<file path="src/hdl/countdown_timer_fsm_core_assert.svh">
// Assertion macros for the countdown timer core.
`ifndef COUNTDOWN_TIMER_FSM_CORE_ASSERT_SVH
`define COUNTDOWN_TIMER_FSM_CORE_ASSERT_SVH

// Check a condition at every clock edge outside reset.
`define CTFSM_ASSERT_ALWAYS(lbl, cond, msg) \
  lbl: assert property (@(posedge clk_i) disable iff (!rst_ni) (cond)) \
    else $error(msg);

// Check a consequence at the clock edge after the antecedent.
`define CTFSM_ASSERT_NEXT(lbl, ante, cons, msg) \
  lbl: assert property (@(posedge clk_i) disable iff (!rst_ni) (ante) |=> (cons)) \
    else $error(msg);

`endif

</file>
<file path="src/hdl/ctfsm_pkg.sv">
// Types, codes and constants of the countdown timer core.
`timescale 1ns / 1ps

package ctfsm_pkg;

  localparam int unsigned MAX_SET_SECONDS = 59999;

  localparam int unsigned SET_W   = 16;
  localparam int unsigned TOTAL_W = 32;
  localparam int unsigned STEP_W  = 12;
  localparam int unsigned PHASE_W = 4;
  localparam int unsigned HOLD_W  = 8;
  localparam int unsigned CFG_IDX_W = 2;

  localparam logic [STEP_W-1:0]  STEP_RESET  = 12'd60;
  localparam logic [PHASE_W-1:0] CD_PHASE_RESET = 4'd10;
  localparam logic [PHASE_W-1:0] BEEP_PHASE_RESET = 4'd5;
  localparam logic [HOLD_W-1:0]  HOLD_RESET  = 8'd50;

  typedef enum logic [2:0] {
    MODE_IDLE  = 3'd0,
    MODE_SET   = 3'd1,
    MODE_RUN   = 3'd2,
    MODE_PAUSE = 3'd3,
    MODE_STAT  = 3'd4
  } mode_e;

  typedef enum logic [2:0] {
    CMD_INC   = 3'd0,
    CMD_DEC   = 3'd1,
    CMD_SP    = 3'd2,
    CMD_ABORT = 3'd3,
    CMD_TICK  = 3'd4
  } cmd_e;

  typedef enum logic [2:0] {
    SCR_NONE     = 3'd0,
    SCR_IDLE     = 3'd1,
    SCR_TIME     = 3'd2,
    SCR_CLR_TIME = 3'd3,
    SCR_PAUSED   = 3'd4,
    SCR_STAT     = 3'd5,
    SCR_CLR      = 3'd6
  } screen_e;

  typedef enum logic [1:0] {
    OUT_IGNORED = 2'd0,
    OUT_HANDLED = 2'd1,
    OUT_TRANS   = 2'd2
  } outcome_e;

  typedef enum logic [CFG_IDX_W-1:0] {
    CFG_STEP_SECONDS    = 2'd0,
    CFG_COUNTDOWN_PHASE = 2'd1,
    CFG_BEEP_PHASE      = 2'd2,
    CFG_STAT_HOLD_TICKS = 2'd3
  } cfg_reg_e;

  typedef struct packed {
    logic [2:0]         command;
    logic [PHASE_W-1:0] tick_phase;
  } in_item_t;

  typedef struct packed {
    logic [2:0]         mode;
    logic [TOTAL_W-1:0] shown_seconds;
    logic [2:0]         screen;
    logic               beep;
    logic [1:0]         outcome;
  } out_item_t;

endpackage

</file>
<file path="src/hdl/countdown_timer_fsm_core.sv">
// Top level of the countdown timer core: input register, mode logic, result register.
`timescale 1ns / 1ps

// Countdown timer with idle, time set, countdown, paused and statistics modes. Each input item
// is one button event or one tick; each gives exactly one result item with the new mode, a
// screen code, the shown time, a beep flag and the outcome. One item is taken every clock cycle
// unless back-pressure holds the result register. An accepted item passes through the input
// register and then the result register, with the whole mode update done in one pass between
// them. The configuration port is always ready; write it only while no item is in flight.
module countdown_timer_fsm_core (
  input  logic                     clk_i,
  input  logic                     rst_ni,
  input  logic                     in_valid_i,
  output logic                     in_ready_o,
  input  ctfsm_pkg::in_item_t      in_item_i,
  output logic                     out_valid_o,
  input  logic                     out_ready_i,
  output ctfsm_pkg::out_item_t     out_item_o,
  input  logic                     cfg_valid_i,
  output logic                     cfg_ready_o,
  input  logic [ctfsm_pkg::CFG_IDX_W-1:0] cfg_index_i,
  input  logic [ctfsm_pkg::STEP_W-1:0]    cfg_data_i
);

  `include "countdown_timer_fsm_core_assert.svh"

  localparam int unsigned SumW = ctfsm_pkg::SET_W + 1;
  localparam logic [SumW-1:0] MaxSet = SumW'(ctfsm_pkg::MAX_SET_SECONDS);

  logic [ctfsm_pkg::STEP_W-1:0]  step_q;
  logic [ctfsm_pkg::PHASE_W-1:0] cd_phase_q;
  logic [ctfsm_pkg::PHASE_W-1:0] beep_phase_q;
  logic [ctfsm_pkg::HOLD_W-1:0]  hold_q;

  logic                 s1_valid_q;
  ctfsm_pkg::in_item_t  s1_item_q;
  logic                 out_valid_q;
  ctfsm_pkg::out_item_t out_item_q, out_item_d;
  logic                 advance;

  ctfsm_pkg::mode_e                mode_q, mode_d;
  logic [ctfsm_pkg::SET_W-1:0]     set_q, set_d;
  logic [ctfsm_pkg::SET_W-1:0]     elapsed_q, elapsed_d;
  logic [ctfsm_pkg::TOTAL_W-1:0]   total_q, total_d;
  logic [ctfsm_pkg::HOLD_W-1:0]    stat_cnt_q, stat_cnt_d;

  logic [SumW-1:0]                 inc_sum;
  logic                            inc_ok;
  logic                            dec_ok;
  logic [ctfsm_pkg::SET_W-1:0]     dec_val;
  logic [ctfsm_pkg::SET_W-1:0]     run_set;
  logic [ctfsm_pkg::SET_W-1:0]     run_elapsed;
  logic [ctfsm_pkg::SET_W-1:0]     leave_elapsed;
  logic [ctfsm_pkg::TOTAL_W:0]     total_sum;
  logic [ctfsm_pkg::TOTAL_W-1:0]   total_leave;
  logic [ctfsm_pkg::HOLD_W-1:0]    stat_inc;
  logic                            is_tick;

  assign cfg_ready_o = 1'b1;

  always_ff @(posedge clk_i or negedge rst_ni) begin
    if (!rst_ni) begin
      step_q       <= ctfsm_pkg::STEP_RESET;
      cd_phase_q   <= ctfsm_pkg::CD_PHASE_RESET;
      beep_phase_q <= ctfsm_pkg::BEEP_PHASE_RESET;
      hold_q       <= ctfsm_pkg::HOLD_RESET;
    end else if (cfg_valid_i) begin
      case (cfg_index_i)
        ctfsm_pkg::CFG_STEP_SECONDS:    step_q       <= cfg_data_i;
        ctfsm_pkg::CFG_COUNTDOWN_PHASE: cd_phase_q   <= cfg_data_i[ctfsm_pkg::PHASE_W-1:0];
        ctfsm_pkg::CFG_BEEP_PHASE:      beep_phase_q <= cfg_data_i[ctfsm_pkg::PHASE_W-1:0];
        ctfsm_pkg::CFG_STAT_HOLD_TICKS: hold_q       <= cfg_data_i[ctfsm_pkg::HOLD_W-1:0];
        default: ;
      endcase
    end
  end

  assign advance    = s1_valid_q && (!out_valid_q || out_ready_i);
  assign in_ready_o = !s1_valid_q || advance;

  always_ff @(posedge clk_i or negedge rst_ni) begin
    if (!rst_ni) begin
      s1_valid_q <= 1'b0;
    end else if (in_ready_o) begin
      s1_valid_q <= in_valid_i;
    end
  end

  always_ff @(posedge clk_i) begin
    if (in_ready_o && in_valid_i) begin
      s1_item_q <= in_item_i;
    end
  end

  // Shared datapath terms
  assign inc_sum  = {1'b0, set_q} + SumW'(step_q);
  assign inc_ok   = (inc_sum <= MaxSet);
  assign dec_ok   = (set_q >= ctfsm_pkg::SET_W'(step_q));
  assign dec_val  = set_q - ctfsm_pkg::SET_W'(step_q);
  assign run_set  = (set_q != '0) ? set_q - 1'b1 : set_q;
  assign run_elapsed = (elapsed_q != '1) ? elapsed_q + 1'b1 : elapsed_q;
  assign is_tick  = (s1_item_q.command == ctfsm_pkg::CMD_TICK);
  assign leave_elapsed = is_tick ? run_elapsed : elapsed_q;
  assign total_sum = {1'b0, total_q} + (ctfsm_pkg::TOTAL_W + 1)'(leave_elapsed);
  assign total_leave = total_sum[ctfsm_pkg::TOTAL_W] ? '1
                                                     : total_sum[ctfsm_pkg::TOTAL_W-1:0];
  assign stat_inc = stat_cnt_q + 1'b1;

  always_comb begin
    mode_d     = mode_q;
    set_d      = set_q;
    elapsed_d  = elapsed_q;
    total_d    = total_q;
    stat_cnt_d = stat_cnt_q;
    out_item_d.shown_seconds = '0;
    out_item_d.screen  = ctfsm_pkg::SCR_NONE;
    out_item_d.beep    = 1'b0;
    out_item_d.outcome = ctfsm_pkg::OUT_IGNORED;
    case (mode_q)
      ctfsm_pkg::MODE_IDLE: begin
        case (s1_item_q.command)
          ctfsm_pkg::CMD_INC: begin
            if (inc_ok) begin
              set_d = inc_sum[ctfsm_pkg::SET_W-1:0];
            end
            mode_d = ctfsm_pkg::MODE_SET;
            out_item_d.screen  = ctfsm_pkg::SCR_CLR_TIME;
            out_item_d.shown_seconds = ctfsm_pkg::TOTAL_W'(set_d);
            out_item_d.outcome = ctfsm_pkg::OUT_TRANS;
          end
          ctfsm_pkg::CMD_SP: begin
            mode_d     = ctfsm_pkg::MODE_STAT;
            stat_cnt_d = '0;
            out_item_d.screen  = ctfsm_pkg::SCR_STAT;
            out_item_d.shown_seconds = total_q;
            out_item_d.outcome = ctfsm_pkg::OUT_TRANS;
          end
          ctfsm_pkg::CMD_TICK: begin
            if (s1_item_q.tick_phase == beep_phase_q) begin
              out_item_d.beep    = 1'b1;
              out_item_d.outcome = ctfsm_pkg::OUT_HANDLED;
            end
          end
          default: ;
        endcase
      end
      ctfsm_pkg::MODE_SET: begin
        case (s1_item_q.command)
          ctfsm_pkg::CMD_INC: begin
            if (inc_ok) begin
              set_d = inc_sum[ctfsm_pkg::SET_W-1:0];
              out_item_d.screen  = ctfsm_pkg::SCR_TIME;
              out_item_d.shown_seconds = ctfsm_pkg::TOTAL_W'(set_d);
              out_item_d.outcome = ctfsm_pkg::OUT_HANDLED;
            end
          end
          ctfsm_pkg::CMD_DEC: begin
            if (dec_ok) begin
              set_d = dec_val;
              out_item_d.screen  = ctfsm_pkg::SCR_TIME;
              out_item_d.shown_seconds = ctfsm_pkg::TOTAL_W'(dec_val);
              out_item_d.outcome = ctfsm_pkg::OUT_HANDLED;
            end
          end
          ctfsm_pkg::CMD_SP: begin
            if (dec_ok) begin
              mode_d = ctfsm_pkg::MODE_RUN;
              out_item_d.outcome = ctfsm_pkg::OUT_TRANS;
            end
          end
          ctfsm_pkg::CMD_ABORT: begin
            mode_d    = ctfsm_pkg::MODE_IDLE;
            set_d     = '0;
            elapsed_d = '0;
            out_item_d.screen  = ctfsm_pkg::SCR_IDLE;
            out_item_d.outcome = ctfsm_pkg::OUT_TRANS;
          end
          default: ;
        endcase
      end
      ctfsm_pkg::MODE_RUN: begin
        case (s1_item_q.command)
          ctfsm_pkg::CMD_TICK: begin
            if (s1_item_q.tick_phase == cd_phase_q) begin
              set_d = run_set;
              out_item_d.screen = ctfsm_pkg::SCR_TIME;
              out_item_d.shown_seconds = ctfsm_pkg::TOTAL_W'(run_set);
              if (run_set == '0) begin
                total_d   = total_leave;
                elapsed_d = '0;
                mode_d    = ctfsm_pkg::MODE_SET;
                out_item_d.outcome = ctfsm_pkg::OUT_TRANS;
              end else begin
                elapsed_d = run_elapsed;
                out_item_d.outcome = ctfsm_pkg::OUT_HANDLED;
              end
            end
          end
          ctfsm_pkg::CMD_SP: begin
            total_d   = total_leave;
            elapsed_d = '0;
            mode_d    = ctfsm_pkg::MODE_PAUSE;
            out_item_d.screen  = ctfsm_pkg::SCR_PAUSED;
            out_item_d.outcome = ctfsm_pkg::OUT_TRANS;
          end
          ctfsm_pkg::CMD_ABORT: begin
            total_d   = total_leave;
            elapsed_d = '0;
            set_d     = '0;
            mode_d    = ctfsm_pkg::MODE_IDLE;
            out_item_d.screen  = ctfsm_pkg::SCR_IDLE;
            out_item_d.outcome = ctfsm_pkg::OUT_TRANS;
          end
          default: ;
        endcase
      end
      ctfsm_pkg::MODE_PAUSE: begin
        case (s1_item_q.command)
          ctfsm_pkg::CMD_INC: begin
            if (inc_ok) begin
              set_d = inc_sum[ctfsm_pkg::SET_W-1:0];
            end
            mode_d = ctfsm_pkg::MODE_SET;
            out_item_d.screen  = ctfsm_pkg::SCR_CLR_TIME;
            out_item_d.shown_seconds = ctfsm_pkg::TOTAL_W'(set_d);
            out_item_d.outcome = ctfsm_pkg::OUT_TRANS;
          end
          ctfsm_pkg::CMD_DEC: begin
            if (dec_ok) begin
              set_d  = dec_val;
              mode_d = ctfsm_pkg::MODE_SET;
              out_item_d.screen  = ctfsm_pkg::SCR_CLR_TIME;
              out_item_d.shown_seconds = ctfsm_pkg::TOTAL_W'(dec_val);
              out_item_d.outcome = ctfsm_pkg::OUT_TRANS;
            end
          end
          ctfsm_pkg::CMD_SP: begin
            mode_d = ctfsm_pkg::MODE_RUN;
            out_item_d.screen  = ctfsm_pkg::SCR_CLR;
            out_item_d.outcome = ctfsm_pkg::OUT_TRANS;
          end
          ctfsm_pkg::CMD_ABORT: begin
            mode_d    = ctfsm_pkg::MODE_IDLE;
            set_d     = '0;
            elapsed_d = '0;
            out_item_d.screen  = ctfsm_pkg::SCR_IDLE;
            out_item_d.outcome = ctfsm_pkg::OUT_TRANS;
          end
          default: ;
        endcase
      end
      default: begin
        if (is_tick) begin
          stat_cnt_d = stat_inc;
          if (stat_inc >= hold_q) begin
            stat_cnt_d = '0;
            mode_d     = ctfsm_pkg::MODE_IDLE;
            set_d      = '0;
            elapsed_d  = '0;
            out_item_d.screen  = ctfsm_pkg::SCR_IDLE;
            out_item_d.outcome = ctfsm_pkg::OUT_TRANS;
          end
        end
      end
    endcase
    out_item_d.mode = mode_d;
  end

  always_ff @(posedge clk_i or negedge rst_ni) begin
    if (!rst_ni) begin
      mode_q     <= ctfsm_pkg::MODE_IDLE;
      set_q      <= '0;
      elapsed_q  <= '0;
      total_q    <= '0;
      stat_cnt_q <= '0;
    end else if (advance) begin
      mode_q     <= mode_d;
      set_q      <= set_d;
      elapsed_q  <= elapsed_d;
      total_q    <= total_d;
      stat_cnt_q <= stat_cnt_d;
    end
  end

  always_ff @(posedge clk_i or negedge rst_ni) begin
    if (!rst_ni) begin
      out_valid_q <= 1'b0;
    end else if (advance) begin
      out_valid_q <= 1'b1;
    end else if (out_ready_i) begin
      out_valid_q <= 1'b0;
    end
  end

  always_ff @(posedge clk_i) begin
    if (advance) begin
      out_item_q <= out_item_d;
    end
  end

  assign out_valid_o = out_valid_q;
  assign out_item_o  = out_item_q;

  `CTFSM_ASSERT_NEXT(a_no_result_from_nothing, !s1_valid_q && !out_valid_q, !out_valid_q,
    "result register loaded without an item in the input stage")
  `CTFSM_ASSERT_ALWAYS(a_set_in_range, set_q <= ctfsm_pkg::SET_W'(ctfsm_pkg::MAX_SET_SECONDS),
    "set time above its limit")
  `CTFSM_ASSERT_NEXT(a_total_monotonic, 1'b1, total_q >= $past(total_q),
    "total productive time decreased")
  `CTFSM_ASSERT_ALWAYS(a_idle_cleared,
    mode_q != ctfsm_pkg::MODE_IDLE || (set_q == '0 && elapsed_q == '0),
    "idle mode with a nonzero set or elapsed time")

endmodule

</file>
<file path="config.mk">
export PLATFORM = sky130hd
export DESIGN_NAME = countdown_timer_fsm_core
export DESIGN_NICKNAME = d
export VERILOG_FILES = /design/src/hdl/ctfsm_pkg.sv /design/src/hdl/countdown_timer_fsm_core.sv
export VERILOG_INCLUDE_DIRS = /design/src /design/src/hdl
export SDC_FILE = /design/constraint.sdc
export NUM_CORES = 1
export LEC_CHECK = 0
export BUFFER_PORTS_ARGS = -buffer_cell sky130_fd_sc_hd__buf_2
export CAP_MARGIN = 15
export CORE_MARGIN = 2
export CORE_UTILIZATION = 56
export DETAILED_ROUTE_END_ITERATION = 8
export GPL_TIMING_DRIVEN = 0
export PLACE_DENSITY = 0.77
export SLEW_MARGIN = 20
export SYNTH_ARGS = -nofsm -noshare
export SYNTH_HDL_FRONTEND = slang
export SYNTH_SLANG_ARGS = --single-unit
</file>
<file path="constraint.sdc">
create_clock -name clk_i -period 4.7 [get_ports clk_i]
set_input_delay 0.94 -clock clk_i [delete_from_list [all_inputs] [get_ports clk_i]]
set_output_delay 0.94 -clock clk_i [all_outputs]
set_load 0.01 [all_outputs]
</file>
==> flow_summary.toml <==
[status]
outcome = "complete, no violations"

[detailed_routing]
first_pass_iters = 7
wl_mm = 33.6
ant_nets = 0
top_layer = "met4"
remaining_drc_errors = 0
wl_met2_mm = 14.8
drt_iter0_drc = 1271
route.met3.wl_mm = 3.15
met1_length_mm = 14.4
num_vias = 10600
routedWlPerCell_microns = 20.2
drt-vias-per-instance = 6.38

[clock_tree]
clk_latency_ns = 0.45
clkTransAtPathRegs_ns = 0.07
ctsLongestPathBuffers = 2
htreeDepth = 4
numCtsBuffers = 17
cts_tree = "yes"
root_buffer = "clkbuf_16"
clock-sinks = 153

[yosys]
synth_compound_area_share_pct = 21.4
syn_area_per_cell_sq_um = 8.64
synth-simple-area-share_pct = 22.6
synthCells = 1292
synth-edff-count = 48
synth_nets = 1373
synth_top_cell_by_area = "dfrtp_1"
synth_seq_cells = 153
synth-warning-count = 0
synthArstFlopShare_pct = 68.6
muxShareOfSynthArea_pct = 3.16
ys_seq_area_share_pct = 36.6
synth_top_area_share_pct = 21.1
synthTopCellsByArea = "dfrtp_1, edfxtp_1, ha_1"
synth_most_common_cell = "nor2_1"
synthAdderAreaFrac_pct = 6.37
synth_area_sq_um = 11200
ys_top_cells_by_count = "nor2_1, nand2_1, dfrtp_1"
synth-main-ff-cell = "dfrtp_1"
synth_top_family_by_area = "simple AND/OR/NAND/NOR gates"
synth_xor_area_share_pct = 5.41
yosysUniqueCellTypes = 89

[placed_design]
dp_hpwl_mm = 24.9
place.gp.congestion = 1.02
postPlaceCellArea_sq_um = 11900
portBuffers = 68

[worst_setup_path]
end_kind = "flop"
critPathMaxFanout = 9
r2r_slack_ns = 0.1
r2r_cells = 14
critPathLaunch = "set_q[0]"
critPathLaunchType = "flop"
rr_startpoint = "set_q[0]"
timing.rr.end = "out_item_o[20]"
endpoint = "out_item_o[20]"
crit_type = "flop to flop"
crit_required_ns = 4.83
critPathArrivalTime_ns = 4.73

[cells_and_area]
syn2layout_area_growth_pct = 13.3
drive_gt1_share_pct = 14.8
fin_util_pct = 64.8
layout.nets = 1470
n_antenna_cell = 0
design_area_sq_um = 12600

[timing]
hold_viol_final = 0
max_freq_mhz = 217
worst_pin_slew_ns = 1.07
fin_crit_sh_pct = 97.9
relSlewSlack_pct = 28.9
min_period_ns = 4.60
hold_slack_ns = 0.410
setup_violations = 0
slew_viol_final = 0
grt_setup_unrepaired = "no"
finalClockSkew_ns = 0.0134

[power_and_ir_drop]
power_density_nw_per_um2 = 501
finalPower_w = 0.00634
ir_drop_uv = 309
leakage_nw = 5.44

[grt]
grt_first_pass_wirelength_mm = 53.2
track_usage_pct = 31.8
grt_max_degree = 68
grt_pass1_vias = 9727
antenna_found_initial = 0
grt_overflow = 0

[die]
pin_count = 70
die_area_sq_um = 21100
row_count = 51
core_sq_um = 19500
die-height_microns = 145
initial_core_util_pct = 57.2
fp.dieW_microns = 145

[worst_hold_path]
hold_class = "input port to asynchronous set/reset pin"

[flow_run]
maxCapViolations = 0
## area by class of cell
type                       instances  area, sq um
multi-input combinational       1019         6700
sequential                       153         4090
buffer                            63          307
clock buffer                      18          429
fill                            1689         6880
timing repair buffer              78          442
inverter                          57          214
tap                              265          332
clock inverter                    14          138
## stage by stage
stage | TNS [ns] | setup WS (ns) | std cells
floorplan | 0 | 0.106 | 1292
global placement | -23.01 | -0.782 | 1625
detailed placement | -22.97 | -0.831 | 1626
CTS | 0 | 0.0404 | 1663
global route | 0 | 0.0322 | 1667
finish | 0 | 0.0977 | 1667
## worst min-delay path by stage
stage | start | cells past startpoint | slack, ns | end
finish | rst_ni | 1 | 0.41 | stat_cnt_q[4]
global route | rst_ni | 1 | 0.44 | stat_cnt_q[5]
CTS | rst_ni | 1 | 0.43 | stat_cnt_q[4]
detailed placement | s1_valid_q | 1 | 0.49 | out_valid_o
global placement | s1_valid_q | 1 | 0.47 | out_valid_o
floorplan | s1_valid_q | 1 | 0.46 | out_valid_o
## kinds of logic after synthesis
group | Yosys count
compound gates | 357
xor+xnor | 69
fa+ha+maj | 55
buf+inv | 120
flops | 153
mux | 32
other cells | 1
simple gates | 505
## layout by cell type (no fill, tap or decap), types with 21 or more instances in the layout
cell and instances:
nor2_1 136, nand2_1 123, dfrtp_1 91, a21oi_1 76
buf_2 75, o21ai_0 74, inv_1 57, ha_1 51
edfxtp_1 48, clkbuf_1 43, xnor2_1 43, nand3_1 34
and3_1 34, nor3_1 33, a31oi_1 29, xor2_1 26
or3_1 25, mux2_2 22, a21o_1 21
## per-layer routing
layer / vias to the layer above / GRT usage, %
met5: - / 0
met4: 0 / 11.8
met3: 103 / 7.11
met2: 581 / 48.6
met1: 4992 / 44.4
li1: 4952 / -
## registers in the layout (all words and copies together), names as in the netlist
name	cells
out_item_o	41
s1_valid_q	1
s1_item_q	7
stat_cnt_q	8
elapsed_q	16
cd_phase_q	4
step_q	12
set_q	16
beep_phase_q	4
hold_q	8
out_valid_o	1
mode_q	3
total_q	32
## timing repair
action	CTS	global route
setup endpoints to repair	50	44
gates resized for setup	15	20
cloned	0	0
pin swaps	3	1
hold buffers	0	0
setup buffers	5	4
## worst max-delay path: stages (launching register included)
cell	delay, ns
dfrtp_1	0.56
ha_1	0.24
inv_1	0.06
fa_1	0.44
nor2_1	0.28
o311ai_4	0.17
a21o_1	0.20
a211o_1	0.26
a41o_1	0.26
o211ai_1	0.25
and2_1	0.17
clkbuf_1	0.36
o21a_2	0.33
a2bb2oi_1	0.39
o221ai_1	0.29
## power breakdown
group / total, W / leakage, nW / internal, W / switching, W
logic: 0.00318 / 3.34 / 0.00113 / 0.00205
registers: 0.00178 / 1.83 / 0.00157 / 0.000211
clock network: 0.00138 / 0.272 / 0.000743 / 0.000639
Power figures use the tool's default switching activity.
